**src/hdl/bsss_pkg.sv**
```systemverilog
`default_nettype none

package bsss_pkg;

  // command for every cell of the sorting row
  typedef enum logic [1:0] {
    CMD_HOLD,
    CMD_INSERT,
    CMD_SHIFT,
    CMD_CLEAR
  } cell_cmd_e;

  typedef struct packed {
    cell_cmd_e  cmd;
    logic [7:0] new_value;
  } cell_ctrl_t;

  // sequencer states
  typedef enum logic [1:0] {
    ST_LOAD,
    ST_CALC,
    ST_STAT,
    ST_ELEM
  } seq_state_e;

  localparam logic [7:0] BYTE_MAX  = 8'hFF;
  localparam logic [7:0] BYTE_ZERO = 8'h00;

  localparam logic KIND_STAT = 1'b0;
  localparam logic KIND_ELEM = 1'b1;

endpackage

`default_nettype wire

```
**src/hdl/bsss_cell.sv**
```systemverilog
`default_nettype none

module bsss_cell (
  input  wire logic                 clk_i,
  input  wire logic                 rst_ni,
  input  wire bsss_pkg::cell_ctrl_t ctrl_i,
  input  wire logic [7:0]           left_val_i,
  input  wire logic                 left_vld_i,
  input  wire logic [7:0]           right_val_i,
  input  wire logic                 right_vld_i,
  output logic [7:0]                val_o,
  output logic                      vld_o
);
  import bsss_pkg::*;

  logic [7:0] val_q, val_d;
  logic       vld_q, vld_d;
  logic       take_left, take_new;

  // insertion: larger values push the row to the right
  assign take_left = left_vld_i && (ctrl_i.new_value > left_val_i);
  assign take_new  = left_vld_i && !take_left && (!vld_q || (ctrl_i.new_value > val_q));

  always_comb begin
    val_d = val_q;
    vld_d = vld_q;
    case (ctrl_i.cmd)
      CMD_INSERT: begin
        if (take_left) begin
          val_d = left_val_i;
          vld_d = 1'b1;
        end else if (take_new) begin
          val_d = ctrl_i.new_value;
          vld_d = 1'b1;
        end
      end
      CMD_SHIFT: begin
        val_d = right_val_i;
        vld_d = right_vld_i;
      end
      CMD_CLEAR: begin
        vld_d = 1'b0;
      end
      default: begin
      end
    endcase
  end

  always_ff @(posedge clk_i or negedge rst_ni) begin
    if (!rst_ni) begin
      vld_q <= 1'b0;
    end else begin
      vld_q <= vld_d;
    end
  end

  always_ff @(posedge clk_i) begin
    val_q <= val_d;
  end

  assign val_o = val_q;
  assign vld_o = vld_q;

endmodule

`default_nettype wire

```
**src/hdl/bsss_div.sv**
```systemverilog
`default_nettype none

module bsss_div #(
  parameter int unsigned SW = 14,
  parameter int unsigned CW = 6
) (
  input  wire logic          clk_i,
  input  wire logic          rst_ni,
  input  wire logic          start_i,
  input  wire logic [SW-1:0] dividend_i,
  input  wire logic [CW-1:0] divisor_i,
  output logic [SW-1:0]      quot_o,
  output logic               done_o
);
  import bsss_pkg::*;

  localparam int unsigned NW = $clog2(SW + 1);

  logic [CW-1:0] rem_q, rem_d;
  logic [SW-1:0] quo_q, quo_d;
  logic [CW-1:0] div_q;
  logic [NW-1:0] cnt_q;
  logic          busy_q, done_q;
  logic [CW:0]   trial, diff;
  logic          ge;

  // one quotient bit per cycle, restoring form
  assign trial = {rem_q, quo_q[SW-1]};
  assign ge    = trial >= {1'b0, div_q};
  assign diff  = trial - {1'b0, div_q};
  assign rem_d = ge ? diff[CW-1:0] : trial[CW-1:0];
  assign quo_d = {quo_q[SW-2:0], ge};

  always_ff @(posedge clk_i or negedge rst_ni) begin
    if (!rst_ni) begin
      busy_q <= 1'b0;
      done_q <= 1'b0;
      cnt_q  <= '0;
    end else if (start_i) begin
      busy_q <= 1'b1;
      done_q <= 1'b0;
      cnt_q  <= '0;
    end else if (busy_q) begin
      cnt_q <= cnt_q + 1'b1;
      if (cnt_q == NW'(SW - 1)) begin
        busy_q <= 1'b0;
        done_q <= 1'b1;
      end
    end
  end

  always_ff @(posedge clk_i) begin
    if (start_i) begin
      rem_q <= '0;
      quo_q <= dividend_i;
      div_q <= divisor_i;
    end else if (busy_q) begin
      rem_q <= rem_d;
      quo_q <= quo_d;
    end
  end

  assign quot_o = quo_q;
  assign done_o = done_q;

endmodule

`default_nettype wire

```
**src/hdl/byte_set_statistics_and_sort_unit.sv**
```systemverilog
// Byte set statistics and sort unit.
// Input channel (in_valid_i / in_stall_o): one byte per transfer, last_item_i on the
// final byte of a set. Bytes load at one per cycle into a row of sorting cells; bytes
// past MAX_ITEMS are discarded and reported in the dropped field.
// After the marked byte the input stalls while the row rotates once through its
// MAX_ITEMS cells to pick up the median and a single divider forms the mean;
// the statistics record follows once both are done.
// Output channel (out_valid_o / out_stall_i): one statistics record, then, when
// emit_sorted is 1, one record per kept byte, largest first, one per cycle when
// not stalled. last_of_run_o marks the final record of the set.
// While the receiver stalls the current record holds; the input stays stalled
// until the final record is taken, then the set is cleared and loading resumes.
// Configuration: cfg_we_i writes cfg_wdata_i into emit_sorted (reset value 1);
// write only while idle.
// Reset clears the set and the cell valid bits; no clearing pass is needed.
`default_nettype none

module byte_set_statistics_and_sort_unit #(
  parameter int unsigned MAX_ITEMS = 32
) (
  input  wire logic       clk_i,
  input  wire logic       rst_ni,
  input  wire logic       cfg_we_i,
  input  wire logic       cfg_wdata_i,
  input  wire logic       in_valid_i,
  output logic            in_stall_o,
  input  wire logic [7:0] value_i,
  input  wire logic       last_item_i,
  output logic            out_valid_o,
  input  wire logic       out_stall_i,
  output logic            record_kind_o,
  output logic [7:0]      mean_value_o,
  output logic [7:0]      median_value_o,
  output logic [7:0]      largest_o,
  output logic [7:0]      smallest_o,
  output logic [7:0]      element_o,
  output logic [5:0]      item_count_o,
  output logic            dropped_o,
  output logic            last_of_run_o
);
  import bsss_pkg::*;

  localparam int unsigned CW = $clog2(MAX_ITEMS + 1);
  localparam int unsigned SW = 8 + CW;

  seq_state_e    state_q, state_d;
  logic          emit_q;
  logic [CW-1:0] cnt_q, cnt_d;
  logic [SW-1:0] sum_q, sum_d;
  logic [7:0]    max_q, max_d, min_q, min_d;
  logic          ovf_q, ovf_d;
  logic [CW-1:0] rot_q;
  logic [CW-1:0] idx_q;
  logic [7:0]    mid_lo_q, mid_hi_q;
  logic [7:0]    mean_q, med_q;
  logic [8:0]    mid_sum;
  logic          in_xfer, out_xfer, full, rot_run, last_rec, clear_set;
  logic          div_start, div_done;
  logic [SW-1:0] quot;
  logic [CW-1:0] half;
  cell_ctrl_t    ctrl;
  cell_cmd_e     cmd;

  logic [7:0] cell_val [MAX_ITEMS];
  logic       cell_vld [MAX_ITEMS];

  assign in_xfer   = in_valid_i && !in_stall_o;
  assign out_xfer  = out_valid_o && !out_stall_i;
  assign full      = (cnt_q == CW'(MAX_ITEMS));
  assign rot_run   = (state_q == ST_CALC) && (rot_q != CW'(MAX_ITEMS));
  assign half      = cnt_q >> 1;
  assign last_rec  = (state_q == ST_STAT) ? !emit_q : (idx_q == (cnt_q - 1'b1));
  assign clear_set = out_xfer && last_rec;
  assign div_start = in_xfer && last_item_i;

  // next state
  always_comb begin
    state_d = state_q;
    case (state_q)
      ST_LOAD: if (in_xfer && last_item_i) state_d = ST_CALC;
      ST_CALC: if (!rot_run && div_done) state_d = ST_STAT;
      ST_STAT: if (out_xfer) state_d = emit_q ? ST_ELEM : ST_LOAD;
      ST_ELEM: if (clear_set) state_d = ST_LOAD;
      default: state_d = ST_LOAD;
    endcase
  end

  // handshake and cell commands
  always_comb begin
    in_stall_o  = (state_q != ST_LOAD);
    out_valid_o = (state_q == ST_STAT) || (state_q == ST_ELEM);
    cmd         = CMD_HOLD;
    if (in_xfer && !full) begin
      cmd = CMD_INSERT;
    end else if (rot_run || (state_q == ST_ELEM && out_xfer && !last_rec)) begin
      cmd = CMD_SHIFT;
    end else if (clear_set) begin
      cmd = CMD_CLEAR;
    end
  end

  assign ctrl.cmd       = cmd;
  assign ctrl.new_value = value_i;

  // running statistics of the loaded bytes
  always_comb begin
    cnt_d = cnt_q;
    sum_d = sum_q;
    max_d = max_q;
    min_d = min_q;
    ovf_d = ovf_q;
    if (in_xfer) begin
      if (full) begin
        ovf_d = 1'b1;
      end else begin
        cnt_d = cnt_q + 1'b1;
        sum_d = sum_q + SW'(value_i);
        if (value_i > max_q) max_d = value_i;
        if (value_i < min_q) min_d = value_i;
      end
    end
  end

  always_ff @(posedge clk_i or negedge rst_ni) begin
    if (!rst_ni) begin
      state_q <= ST_LOAD;
      emit_q  <= 1'b1;
      cnt_q   <= '0;
      sum_q   <= '0;
      max_q   <= BYTE_ZERO;
      min_q   <= BYTE_MAX;
      ovf_q   <= 1'b0;
      rot_q   <= '0;
      idx_q   <= '0;
    end else begin
      state_q <= state_d;
      if (cfg_we_i) emit_q <= cfg_wdata_i;
      if (clear_set) begin
        cnt_q <= '0;
        sum_q <= '0;
        max_q <= BYTE_ZERO;
        min_q <= BYTE_MAX;
        ovf_q <= 1'b0;
      end else begin
        cnt_q <= cnt_d;
        sum_q <= sum_d;
        max_q <= max_d;
        min_q <= min_d;
        ovf_q <= ovf_d;
      end
      if (div_start) begin
        rot_q <= '0;
      end else if (rot_run) begin
        rot_q <= rot_q + 1'b1;
      end
      if (state_q == ST_STAT) begin
        idx_q <= '0;
      end else if (state_q == ST_ELEM && out_xfer) begin
        idx_q <= idx_q + 1'b1;
      end
    end
  end

  // median taps as the rotation passes the head cell
  assign mid_sum = {1'b0, mid_lo_q} + {1'b0, mid_hi_q};

  always_ff @(posedge clk_i) begin
    if (rot_run && (rot_q + 1'b1) == half) mid_lo_q <= cell_val[0];
    if (rot_run && rot_q == half) mid_hi_q <= cell_val[0];
    if (state_q == ST_CALC) begin
      mean_q <= quot[7:0];
      med_q  <= cnt_q[0] ? mid_hi_q : mid_sum[8:1];
    end
  end

  bsss_div #(
    .SW(SW),
    .CW(CW)
  ) u_div (
    .clk_i      (clk_i),
    .rst_ni     (rst_ni),
    .start_i    (div_start),
    .dividend_i (sum_d),
    .divisor_i  (cnt_d),
    .quot_o     (quot),
    .done_o     (div_done)
  );

  // row of sorting cells, largest at the head; rotation wraps to the tail
  for (genvar i = 0; i < MAX_ITEMS; i++) begin : g_cell
    logic [7:0] lv, rv;
    logic       lvld, rvld;
    if (i == 0) begin : g_head
      assign lv   = BYTE_MAX;
      assign lvld = 1'b1;
    end else begin : g_body
      assign lv   = cell_val[i-1];
      assign lvld = cell_vld[i-1];
    end
    if (i == MAX_ITEMS - 1) begin : g_tail
      assign rv   = cell_val[0];
      assign rvld = rot_run ? cell_vld[0] : 1'b0;
    end else begin : g_next
      assign rv   = cell_val[i+1];
      assign rvld = cell_vld[i+1];
    end
    bsss_cell u_cell (
      .clk_i       (clk_i),
      .rst_ni      (rst_ni),
      .ctrl_i      (ctrl),
      .left_val_i  (lv),
      .left_vld_i  (lvld),
      .right_val_i (rv),
      .right_vld_i (rvld),
      .val_o       (cell_val[i]),
      .vld_o       (cell_vld[i])
    );
  end

  // result fields
  assign record_kind_o  = (state_q == ST_ELEM) ? KIND_ELEM : KIND_STAT;
  assign mean_value_o   = mean_q;
  assign median_value_o = med_q;
  assign largest_o      = max_q;
  assign smallest_o     = min_q;
  assign element_o      = (state_q == ST_ELEM) ? cell_val[0] : BYTE_ZERO;
  assign item_count_o   = 6'(cnt_q);
  assign dropped_o      = ovf_q;
  assign last_of_run_o  = last_rec;

endmodule

`default_nettype wire

```
**config.mk**
```make
export PLATFORM = sky130hd
export DESIGN_NAME = byte_set_statistics_and_sort_unit
export DESIGN_NICKNAME = d
export VERILOG_FILES = /design/src/hdl/bsss_pkg.sv /design/src/hdl/bsss_cell.sv /design/src/hdl/bsss_div.sv /design/src/hdl/byte_set_statistics_and_sort_unit.sv
export SDC_FILE = /design/constraint.sdc
export NUM_CORES = 1
export LEC_CHECK = 0
export BUFFER_PORTS_ARGS = -buffer_cell sky130_fd_sc_hd__clkbuf_2
export CAP_MARGIN = 20
export CORE_MARGIN = 4
export CORE_UTILIZATION = 45
export CTS_BUF_LIST = sky130_fd_sc_hd__clkbuf_8 sky130_fd_sc_hd__clkbuf_16
export CTS_CLUSTER_DIAMETER = 60
export DETAILED_ROUTE_END_ITERATION = 8
export GPL_ROUTABILITY_DRIVEN = 0
export GPL_TIMING_DRIVEN = 0
export PLACE_DENSITY = 0.61
export RECOVER_POWER = 50
export SYNTH_ARGS = -nofsm -noshare
export SYNTH_HDL_FRONTEND = slang
export SYNTH_HIERARCHICAL = 1
export SYNTH_SLANG_ARGS = --single-unit
```
**constraint.sdc**
```tcl
create_clock -name clk_i -period 6.1 [get_ports clk_i]
set_clock_uncertainty 0.1 [all_clocks]
set_input_delay 0.61 -clock clk_i [delete_from_list [all_inputs] [get_ports clk_i]]
set_output_delay 0.61 -clock clk_i [all_outputs]
set_load 0.01 [all_outputs]
```
==> results.tsv, run 1 <==
metric	value	unit
hold_path_class	input port to register	
die_h	301	um
min_delay_path_depth	2	
synthSimpleGateAreaFrac	21.1	%
design_power_total	21.8	mW
setup_ws	754	ps
cts.repair.resized	0	
drt_first_pass_iters	6	
tns	0	ps
cp-start-kind	register	
fin_crit_sh	87.6	%
grt_pass1_vias	32400	
synth-adder-area-share	18.2	%
ant_nets	0	
wl_per_cell	20.4	um
path_class	register to register	
clk_latency	650	ps
dieArea	90400	um2
grt_pass1_wl	180	mm
combPwrFrac	52.6	%
syn-mean-instance-area	9.06	um2
dpl.cell_count	5494	
cp.required	6240	ps
min_period	5350	ps
syn-cell-area	38500	um2
drv_cap	3	
r2r_cells	13	
hpwl	76.8	mm
cts_tree	built	
pwr-share-clk	15.8	%
swShare	47.9	%
min_from	cfg_wdata_i	
cts_hold_buf	1	
netlist_top_cells_area	edfxtp_1, ha_1, o2111ai_1	
slew_headroom	-86.7	%
route.vias.total	34100	
synth_compound_area_share	20.0	%
worstPathMaxFanout	50	
power_switching	10.5	mW
die_w	301	um
worstPathArrival	5480	ps
cts_sinks	404	
synth-seq-cells	404	
vias_per_cell	6.08	
instances_no_fill	5603	
synthXorXnorAreaFrac	0.841	%
tightestPinTransition	2800	ps
synth_edf_count	308	
synth-async-reset-ratio	22.3	%
cts-root-buf	clkbuf_16	
core_area	85000	um2
ios	66	
intPower	11.4	mW
vdd_ir_drop_max	295	uV
synthCells	4255	
clk_pin_slew	60	ps
start_util	45.3	%
rows	107	
area_growth	10.7	%
drc_errors	0	
pre_cts_ws	1120	ps
numPortBuffers	65	
holdWs	95.2	ps
power_frac_seq	31.6	%
antenna_found_initial	0	
cts_setup_buffers	0	
drive_gt1_share	10.2	%
hold_viol_final	0	
cts-buffers-inserted	57	
synth.top_cell.area_share	24.0	%
seq_area_frac_synth	30.2	%
synth_top_area_cell	edfxtp_1	
cts_max_path_buffers	3	
final_common_cell	inv_1	
max_freq	187	MHz
drv_slew	129	
synth_cell_types	71	
p_per_area	511	nW/um2
rsz0062_at_grt	false	
cts-htree-levels	2	
timing.rr.end	g_cell[19].u_cell/val_o[2]$_DFFE_PP_	
setup_violations	0	
drt_iter0_drc	2900	
min_to	emit_q$_DFFE_PN1P_	
synth_warnings	6	
grt-ovfl-total	0	
synthFlopType	edfxtp_1	
antenna_cells	0	
grt_start_max_net_pins	76	
ff2ff_setup_slack	750	ps
most-common-layout-cells	inv_1, ha_1, nand2_1	
endpoint_kind	register	
worstReg2RegStart	item_count_o[0]$_DFF_PN0_	
synthMuxAreaShare	0.990	%
finalWirelength	115	mm
track_usage	24.6	%
nets	4985	
status	complete, but fails checks	
failed_checks	max-capacitance violations, max-slew violations	
leakagePower	18.8	nW
synth_top_family_by_area	simple AND/OR/NAND/NOR gates	
[worst max-delay path by stage]
stage,endpoint,cells after the start,from
floorplan,g_cell[0].u_cell/val_o[0]$_DFFE_PP_,8,state_q[1]$_DFFE_PN0P_
CTS,g_cell[6].u_cell/val_o[7]$_DFFE_PP_,14,item_count_o[0]$_DFF_PN0_
global placement,g_cell[19].u_cell/val_o[4]$_DFFE_PP_,8,state_q[1]$_DFFE_PN0P_
detailed placement,g_cell[6].u_cell/val_o[3]$_DFFE_PP_,14,item_count_o[0]$_DFF_PN0_
global route,g_cell[2].u_cell/val_o[7]$_DFFE_PP_,14,item_count_o[0]$_DFF_PN0_
finish,g_cell[19].u_cell/val_o[2]$_DFFE_PP_,13,item_count_o[0]$_DFF_PN0_
[flip-flops by register name (all words and copies together), names as in the netlist, 4 cells and up]
signal and flops:
median_value_o 8, sum_q 14, u_div/div_q 6, u_div/rem_q 6, item_count_o 6, mid_lo_q 8
largest_o 8, rot_q 6, smallest_o 8, u_div/quot_o 14, g_cell.u_cell/val_o 256, mean_value_o 8
idx_q 6, u_div/cnt_q 4, mid_hi_q 8, g_cell.u_cell/vld_o 32
[per-layer routing]
layer  share of wire, %  track usage (%)  vias to the layer above
met5                  0                0                        -
met4                2.5             6.51                        0
met3                5.8             2.75                      216
met2                 46             40.9                     1096
met1                 45             34.3                    16300
li1                   -                -                    16400
[kinds of logic (layout without fill, tap and decap cells)]
group | Yosys count | after routing
multiplexers | 36 | 36
AO/OA/AOI/OAI | 928 | 928
XOR/XNOR | 37 | 37
AND/OR/NAND/NOR | 1544 | 1544
adder cells (fa/ha/maj) | 560 | 560
flip-flops | 404 | 404
other | 1 | 18
buffers and inverters | 745 | 932
[power by group through the flow]
| stage | Combinational (mW) | Clock (mW) | Sequential, mW |
|---|---|---|---|
| after floorplan | 8.92 | 0 | 5.86 |
| after global placement | 10.6 | 0 | 6.81 |
| after detailed placement | 11.4 | 0 | 6.92 |
| after CTS | 11.5 | 3.50 | 6.88 |
| after global routing | 13.0 | 3.63 | 7.02 |
| final | 11.5 | 3.44 | 6.89 |
[cell type report]
class / instances / area, um2
clock buffers: 64 / 1530
plain buffers: 185 / 1160
clock inverters: 44 / 457
inverters: 560 / 2100
fillers: 8086 / 42400
repair buffers: 79 / 646
flip-flops and latches: 404 / 11600
multi-input cells: 3123 / 23700
well taps: 1144 / 1430
[worst max-delay path, cell delays in order (launching register included)]
cell,delay [ps]
dfrtp_1,380
clkbuf_1,350
inv_1,270
ha_1,380
xor2_1,160
nand3_1,90
or4_4,570
o21a_1,340
buf_2,270
nand2_4,620
nand2b_1,190
clkbuf_1,290
clkbuf_1,400
nand3_1,450
[synthesized netlist by cell type, types with 11 or more instances]
cell type,count
a211oi_1,14
a21o_1,69
a21oi_1,214
a21oi_4,33
and2_1,16
and3_1,11
and4_1,32
buf_2,73
buf_4,33
buf_6,34
clkbuf_1,12
clkbuf_2,32
dfrtp_1,81
edfxtp_1,308
ha_1,557
inv_1,559
mux2_2,17
mux2i_1,19
nand2_1,474
nand2b_1,39
nand3_1,364
nand4_1,358
nand4_2,32
nor2_1,77
nor2b_1,104
o2111ai_1,288
o211ai_1,36
o211ai_2,64
o21a_1,40
o21ai_0,70
o221ai_1,33
o31ai_4,32
xnor2_1,14
xor2_1,23
[per-stage QoR]
step / utilization, % / instance area, um2
after floorplan: - / 38600
after global placement: 47.5 / 40400
after detailed placement: 48.0 / 40800
after CTS: 50.3 / 42800
after global routing: 50.2 / 42600
final: 50.2 / 42600
Note: power is estimated with default switching activity, not from simulation.
==> run 2, diff against run 1 <==
--- a/config.mk
+++ b/config.mk
@@ -7,6 +7,7 @@
 export LEC_CHECK = 0
 export BUFFER_PORTS_ARGS = -buffer_cell sky130_fd_sc_hd__clkbuf_2
 export CAP_MARGIN = 20
+export CORE_ASPECT_RATIO = 1.1
 export CORE_MARGIN = 4
 export CORE_UTILIZATION = 45
 export CTS_BUF_LIST = sky130_fd_sc_hd__clkbuf_8 sky130_fd_sc_hd__clkbuf_16
==> run 2 against run 1 <==
The flow still finishes with violations (max-capacitance violations, max-slew violations); power decreased by 1.4%; sequential share of layout area increased by 0.083 points; sequential cell count unchanged; cell count decreased by 0.20%; first-iteration DRC count decreased by 8.8%; die area about the same; global-route usage decreased by 0.57 points; worst hold slack improved by 14 ps; combinational power about the same; register-to-register slack about the same; via count decreased by 1.6%; setup slack improved by 2.1 ps; critical path type unchanged; critical endpoint is now g_cell[4].u_cell/val_o[3]$_DFFE_PP_.
==> results.tsv, run 2 (same netlist as run 1, synthesis figures left out) <==
metric	value	unit	change
power_switching	10.3	mW	-1.4%
route.vias.total	33500		-1.6%
die_h	315	um	+4.8%
start_util	45.4	%	+0.049 points
cts-htree-levels	2		unchanged
p_per_area	506	nW/um2	-1.1%
wl_per_cell	19.9	um	-2.5%
rsz0062_at_grt	false		
drt_iter0_drc	2646		-8.8%
final_common_cell	inv_1		
cts_sinks	404		unchanged
setup_violations	0		unchanged
endpoint_kind	register		
crit_start	item_count_o[0]$_DFF_PN0_		
clk_latency	630	ps	-20 ps
numPortBuffers	65		unchanged
path_class	register to register		
tightestPinTransition	2750	ps	-54.1 ps
clk_pin_slew	60	ps	about the same
pwr-share-clk	15.0	%	-0.8 points
drc_errors	0		unchanged
min_to	emit_q$_DFFE_PN1P_		
slew_headroom	-83.1	%	+3.6 points
worstPathMaxFanout	53		+6.0%
status	complete, but fails checks		
nets	4982		-0.060%
combPwrFrac	53.2	%	+0.6 points
die_w	287	um	-4.5%
cts_max_path_buffers	3		unchanged
cts_tree	built		
antenna_cells	0		unchanged
crit_top_cell	nand3_1		
grt_pass1_vias	32400		-0.083%
area_growth	10.3	%	
timing.rr.end	g_cell[4].u_cell/val_o[3]$_DFFE_PP_		
ff2ff_setup_slack	760	ps	about the same
most-common-layout-cells	inv_1, ha_1, nand2_1		
cp.required	6270	ps	+30 ps
dpl.cell_count	5490		-0.073%
cts_setup_buffers	0		unchanged
path_cells	clkbuf_1, inv_1, ha_1, xor2_1, nand3_1, or4_1, o21a_1, buf_2, nand2_4, buf_16, nand2_1, nor2_1, o221ai_1, nand3_1		
rows	112		+4.7%
swShare	47.9	%	about the same
cp-start-kind	register		
antenna_found_initial	0		unchanged
finalWirelength	111	mm	-2.7%
fillers	8123		+0.46%
holdWs	110	ps	+14.4 ps
ios	66		unchanged
crit_slowest_cell	or4_1		
drive_gt1_share	10.4	%	+0.17 points
intPower	11.2	mW	-1.4%
min_period	5340	ps	-2.14 ps
dieArea	90400	um2	about the same
largest_reg_flops	256		unchanged
hold_path_class	input port to register		
instances_no_fill	5592		-0.20%
max_freq	187	MHz	about the same
drv_slew	83		-36%
vdd_ir_drop_max	241	uV	-18%
leakagePower	18.8	nW	-0.31%
hpwl	75.9	mm	-1.1%
drv_cap	1		-2
worstPathArrival	5510	ps	+30 ps
r2r_cells	14		+1
failed_checks	max-capacitance violations, max-slew violations		
cts-buffers-inserted	54		-5.3%
power_frac_seq	31.8	%	+0.2 points
max_stage_delay	600	ps	-20 ps
vias_per_cell	5.99		-1.4%
min_from	cfg_wdata_i		
drt_first_pass_iters	5		-1
worstReg2RegStart	item_count_o[0]$_DFF_PN0_		
hold_viol_final	0		unchanged
track_usage	24.1	%	-0.57 points
grt_start_max_net_pins	84		+11%
min_delay_path_depth	2		unchanged
grt_pass1_wl	177	mm	-1.8%
core_area	84900	um2	-0.11%
fin_crit_sh	87.6	%	about the same
grt-ovfl-total	0		unchanged
ant_nets	0		unchanged
cts-root-buf	clkbuf_16		
## run 2: cell types whose count changed in the layout (fill, tap and decap cells not counted), moves of 2 or more
cell / change
clkbuf_2: +4
inv_1: -10
clkbuf_16: -2
and2_0: -2
dfstp_1: +2
clkbuf_1: -6
clkinvlp_4: -2
clkinv_2: +8
and2_1: +2
inv_8: +3
buf_2: +2
dfstp_2: -2
bufinv_16: -3
clkbuf_8: +2
## run 2: layer usage
| metal | part of all wire, % | GRT usage, % |
|---|---|---|
| met1 | 45 | 32.7 |
| met2 | 47 | 40.9 |
| met3 | 5.3 | 2.26 |
| met4 | 2.5 | 6.90 |
| met5 | 0 | 0 |
## run 2: through the flow
step | setup TNS, ps | area (um2) | power, mW | util (%) | setup WS, ps
2_1_floorplan | 0 | 38600 | 14.8 | - | 1090
3_3_place_gp | -1703560 | 40300 | 17.4 | 47.5 | -3710
3_5_place_dp | 0 | 40800 | 18.3 | 48.0 | 1080
4_1_cts | 0 | 42700 | 21.6 | 50.2 | 1010
5_1_grt | 0 | 42500 | 23.4 | 50.1 | 466
6_report | 0 | 42500 | 21.5 | 50.1 | 757
## run 2: worst max path at each step
stage,cells after the start,endpoint
after global placement,8,g_cell[4].u_cell/val_o[7]$_DFFE_PP_
after floorplan,8,g_cell[0].u_cell/val_o[0]$_DFFE_PP_
final,14,g_cell[4].u_cell/val_o[3]$_DFFE_PP_
after detailed placement,14,g_cell[4].u_cell/val_o[7]$_DFFE_PP_
after CTS,14,g_cell[4].u_cell/val_o[6]$_DFFE_PP_
after global routing,13,g_cell[27].u_cell/val_o[1]$_DFFE_PP_
## run 2: critical path, delay by kind of cell (launching register included)
family          cells  cell delay (ps)
buf+inv             4             1180
simple gates        6             2010
compound gates      2              610
flops               1              420
fa+ha+maj           1              390
xor+xnor            1              180
## run 2: final cells by class
| cell class | instances | area (um2) | area share [%] |
|---|---|---|---|
| buffer | 185 | 1160 | 2.74 |
| clock buffer | 64 | 1510 | 3.56 |
| clock inverter | 37 | 352 | 0.827 |
| inverter | 560 | 2100 | 4.94 |
| multi-input combinational | 3123 | 23700 | 55.7 |
| sequential | 404 | 11600 | 27.4 |
| tap | 1140 | 1430 | 3.36 |
| timing repair buffer | 79 | 652 | 1.53 |
## run 2: repair_timing
| item | CTS | global route |
|---|---|---|
| gates resized for setup | 0 | 0 |
| endpoints found under the hold margin | 8 | 0 |
| hold buffers | 1 | 0 |
## run 2: power by group through the flow
| stage | clock network (mW) | logic [mW] | registers [mW] |
|---|---|---|---|
| finish | 3.23 | 11.4 | 6.83 |
| floorplan | 0 | 8.92 | 5.86 |
| global route | 3.41 | 13.0 | 6.99 |
| detailed placement | 0 | 11.4 | 6.90 |
| global placement | 0 | 10.6 | 6.79 |
| CTS | 3.29 | 11.5 | 6.85 |
==> run 3, diff against run 2 <==
--- a/config.mk
+++ b/config.mk
@@ -9,13 +9,13 @@
 export CAP_MARGIN = 20
 export CORE_ASPECT_RATIO = 1.1
 export CORE_MARGIN = 4
-export CORE_UTILIZATION = 45
+export CORE_UTILIZATION = 40
 export CTS_BUF_LIST = sky130_fd_sc_hd__clkbuf_8 sky130_fd_sc_hd__clkbuf_16
 export CTS_CLUSTER_DIAMETER = 60
 export DETAILED_ROUTE_END_ITERATION = 8
 export GPL_ROUTABILITY_DRIVEN = 0
 export GPL_TIMING_DRIVEN = 0
-export PLACE_DENSITY = 0.61
+export PLACE_DENSITY = 0.56
 export RECOVER_POWER = 50
 export SYNTH_ARGS = -nofsm -noshare
 export SYNTH_HDL_FRONTEND = slang
==> run 3 against run 2 <==
The run still ends with max-capacitance violations, max-slew violations left; power is 1.7% higher; maximum frequency grew 0.70%; setup slack better by 37 ps; non-clock buffer count unchanged; via count down 0.41%; utilization shrank 5.3 points; worst hold slack lost 3.7 ps; largest power group unchanged.
==> results.tsv, run 3 (same netlist as run 1, synthesis figures left out) <==
metric	value	unit	change
finalWirelength	115	mm	+3.6%
grt_pass1_vias	32200		-0.61%
drt_first_pass_iters	5		unchanged
wl_per_cell	20.1	um	+1.1%
design_power_total	21.9	mW	+1.7%
vdd_ir_drop_max	245	uV	+1.9%
most-common-layout-cells	inv_1, ha_1, nand2_1		
ff2ff_setup_slack	790	ps	+40 ps
grt_pass1_wl	181	mm	+2.5%
cp.buffers_inverters	6		+2
pre_cts_ws	1110	ps	+35.7 ps
drc_errors	0		unchanged
rows	119		+6.3%
antenna_cells	0		unchanged
p_per_area	510	nW/um2	+0.96%
worstReg2RegStart	item_count_o[0]$_DFF_PN0_		
final_common_cell	inv_1		
worstPathArrival	5450	ps	-60 ps
cts-root-buf	clkbuf_16		
grt_start_max_net_pins	87		+3.6%
tightestPinTransition	2700	ps	-43.9 ps
route.vias.total	33400		-0.41%
status	complete, but fails checks		
leakagePower	18.8	nW	+0.30%
drv_slew	105		+27%
drive_gt1_share	10.4	%	+0.056 points
r2r_cells	14		unchanged
ios	66		unchanged
antenna_found_initial	0		unchanged
die_h	334	um	+5.9%
area_growth	11.1	%	
track_usage	21.9	%	-2.1 points
hpwl	78.4	mm	+3.3%
hold_viol_final	0		unchanged
endpoint_kind	register		
cts-htree-levels	2		unchanged
path_class	register to register		
cts_sinks	404		unchanged
largest_reg_flops	256		unchanged
setup_ws	794	ps	+37.0 ps
dieArea	101000	um2	+12%
setup_violations	0		unchanged
max_stage_delay	620	ps	+20 ps
vias_per_cell	5.83		-2.8%
die_w	304	um	+5.9%
timing.rr.end	g_cell[25].u_cell/val_o[4]$_DFFE_PP_		
failed_checks	max-capacitance violations, max-slew violations		
cts_tree	built		
max_freq	188	MHz	+0.70%
cp.required	6250	ps	-20 ps
min_period	5310	ps	-37.0 ps
slew_headroom	-80.1	%	+2.9 points
clk_pin_slew	60	ps	about the same
min_delay_path_depth	2		unchanged
nets	4984		+0.040%
cts_max_path_buffers	3		unchanged
drt_iter0_drc	2328		-12%
fin_crit_sh	87.0	%	-0.61 points
cp-start-kind	register		
numPortBuffers	65		unchanged
clk_latency	640	ps	about the same
grt-ovfl-total	0		unchanged
core_area	95700	um2	+13%
ant_nets	0		unchanged
hold_path_class	input port to register		
worstPathMaxFanout	49		-7.5%
drv_cap	2		+1
path_cells	clkbuf_1, inv_1, ha_1, xor2_1, nand3_1, or4_1, o21a_1, buf_2, nand2_4, buf_16, nand2b_1, clkbuf_2, buf_2, nand3_1		
min_from	cfg_wdata_i		
rsz0062_at_grt	false		
crit_slowest_cell	or4_1		
cp_top_family	simple AND/OR/NAND/NOR gates		
start_util	40.2	%	-5.1 points
min_to	emit_q$_DFFE_PN1P_		
cts_setup_buffers	0		unchanged
cts-buffers-inserted	56		+3.7%
==> run 3: layout make-up <==
type	instances	area [um2]
multi-input combinational	3123	23700
buffer	185	1160
timing repair buffer	79	641
clock inverter	47	589
sequential	404	11600
inverter	560	2100
clock buffer	59	1440
tap	1270	1590
fill	9495	52900
==> run 3: repair_timing <==
item	in CTS	in global routing
resized for setup	0	0
hold endpoints to repair	11	0
hold buffers	1	0
==> run 3: metrics by stage <==
stage	hold WS [ps]	setup TNS (ps)	utilization (%)	cells	cell area [um2]
after floorplan	214	0	-	4272	38600
after global placement	336	-1825830	42.3	5607	40500
after detailed placement	337	0	42.8	5620	40900
after CTS	55.2	0	44.9	5727	43000
after global routing	69.0	0	44.7	5727	42800
final	106	0	44.7	5727	42800
==> run 3: worst max-delay path by stage <==
stage / from / end / slack, ps / depth (start not counted)
finish: item_count_o[0]$_DFF_PN0_ / g_cell[25].u_cell/val_o[4]$_DFFE_PP_ / 790 / 14
detailed placement: item_count_o[0]$_DFF_PN0_ / g_cell[25].u_cell/val_o[4]$_DFFE_PP_ / 1110 / 14
CTS: item_count_o[0]$_DFF_PN0_ / g_cell[25].u_cell/val_o[2]$_DFFE_PP_ / 1070 / 14
global placement: state_q[1]$_DFFE_PN0P_ / g_cell[1].u_cell/val_o[7]$_DFFE_PP_ / -3930 / 8
global route: item_count_o[0]$_DFF_PN0_ / g_cell[25].u_cell/val_o[2]$_DFFE_PP_ / 450 / 14
floorplan: state_q[1]$_DFFE_PN0P_ / g_cell[0].u_cell/val_o[0]$_DFFE_PP_ / 1090 / 8
==> run 3: layer usage <==
metal  track usage [%]  vias to the layer above  wire length [um]
li1                  -                    16400                 -
met1              29.5                    16000             52700
met2              38.1                      854             55300
met3              2.46                      139              5330
met4              4.77                        0              2110
met5                 0                        -                 0
==> run 3: power by group <==
| part | switching (mW) | internal, mW |
|---|---|---|
| logic | 7.10 | 4.32 |
| clock network | 1.40 | 2.14 |
| registers | 1.92 | 4.98 |
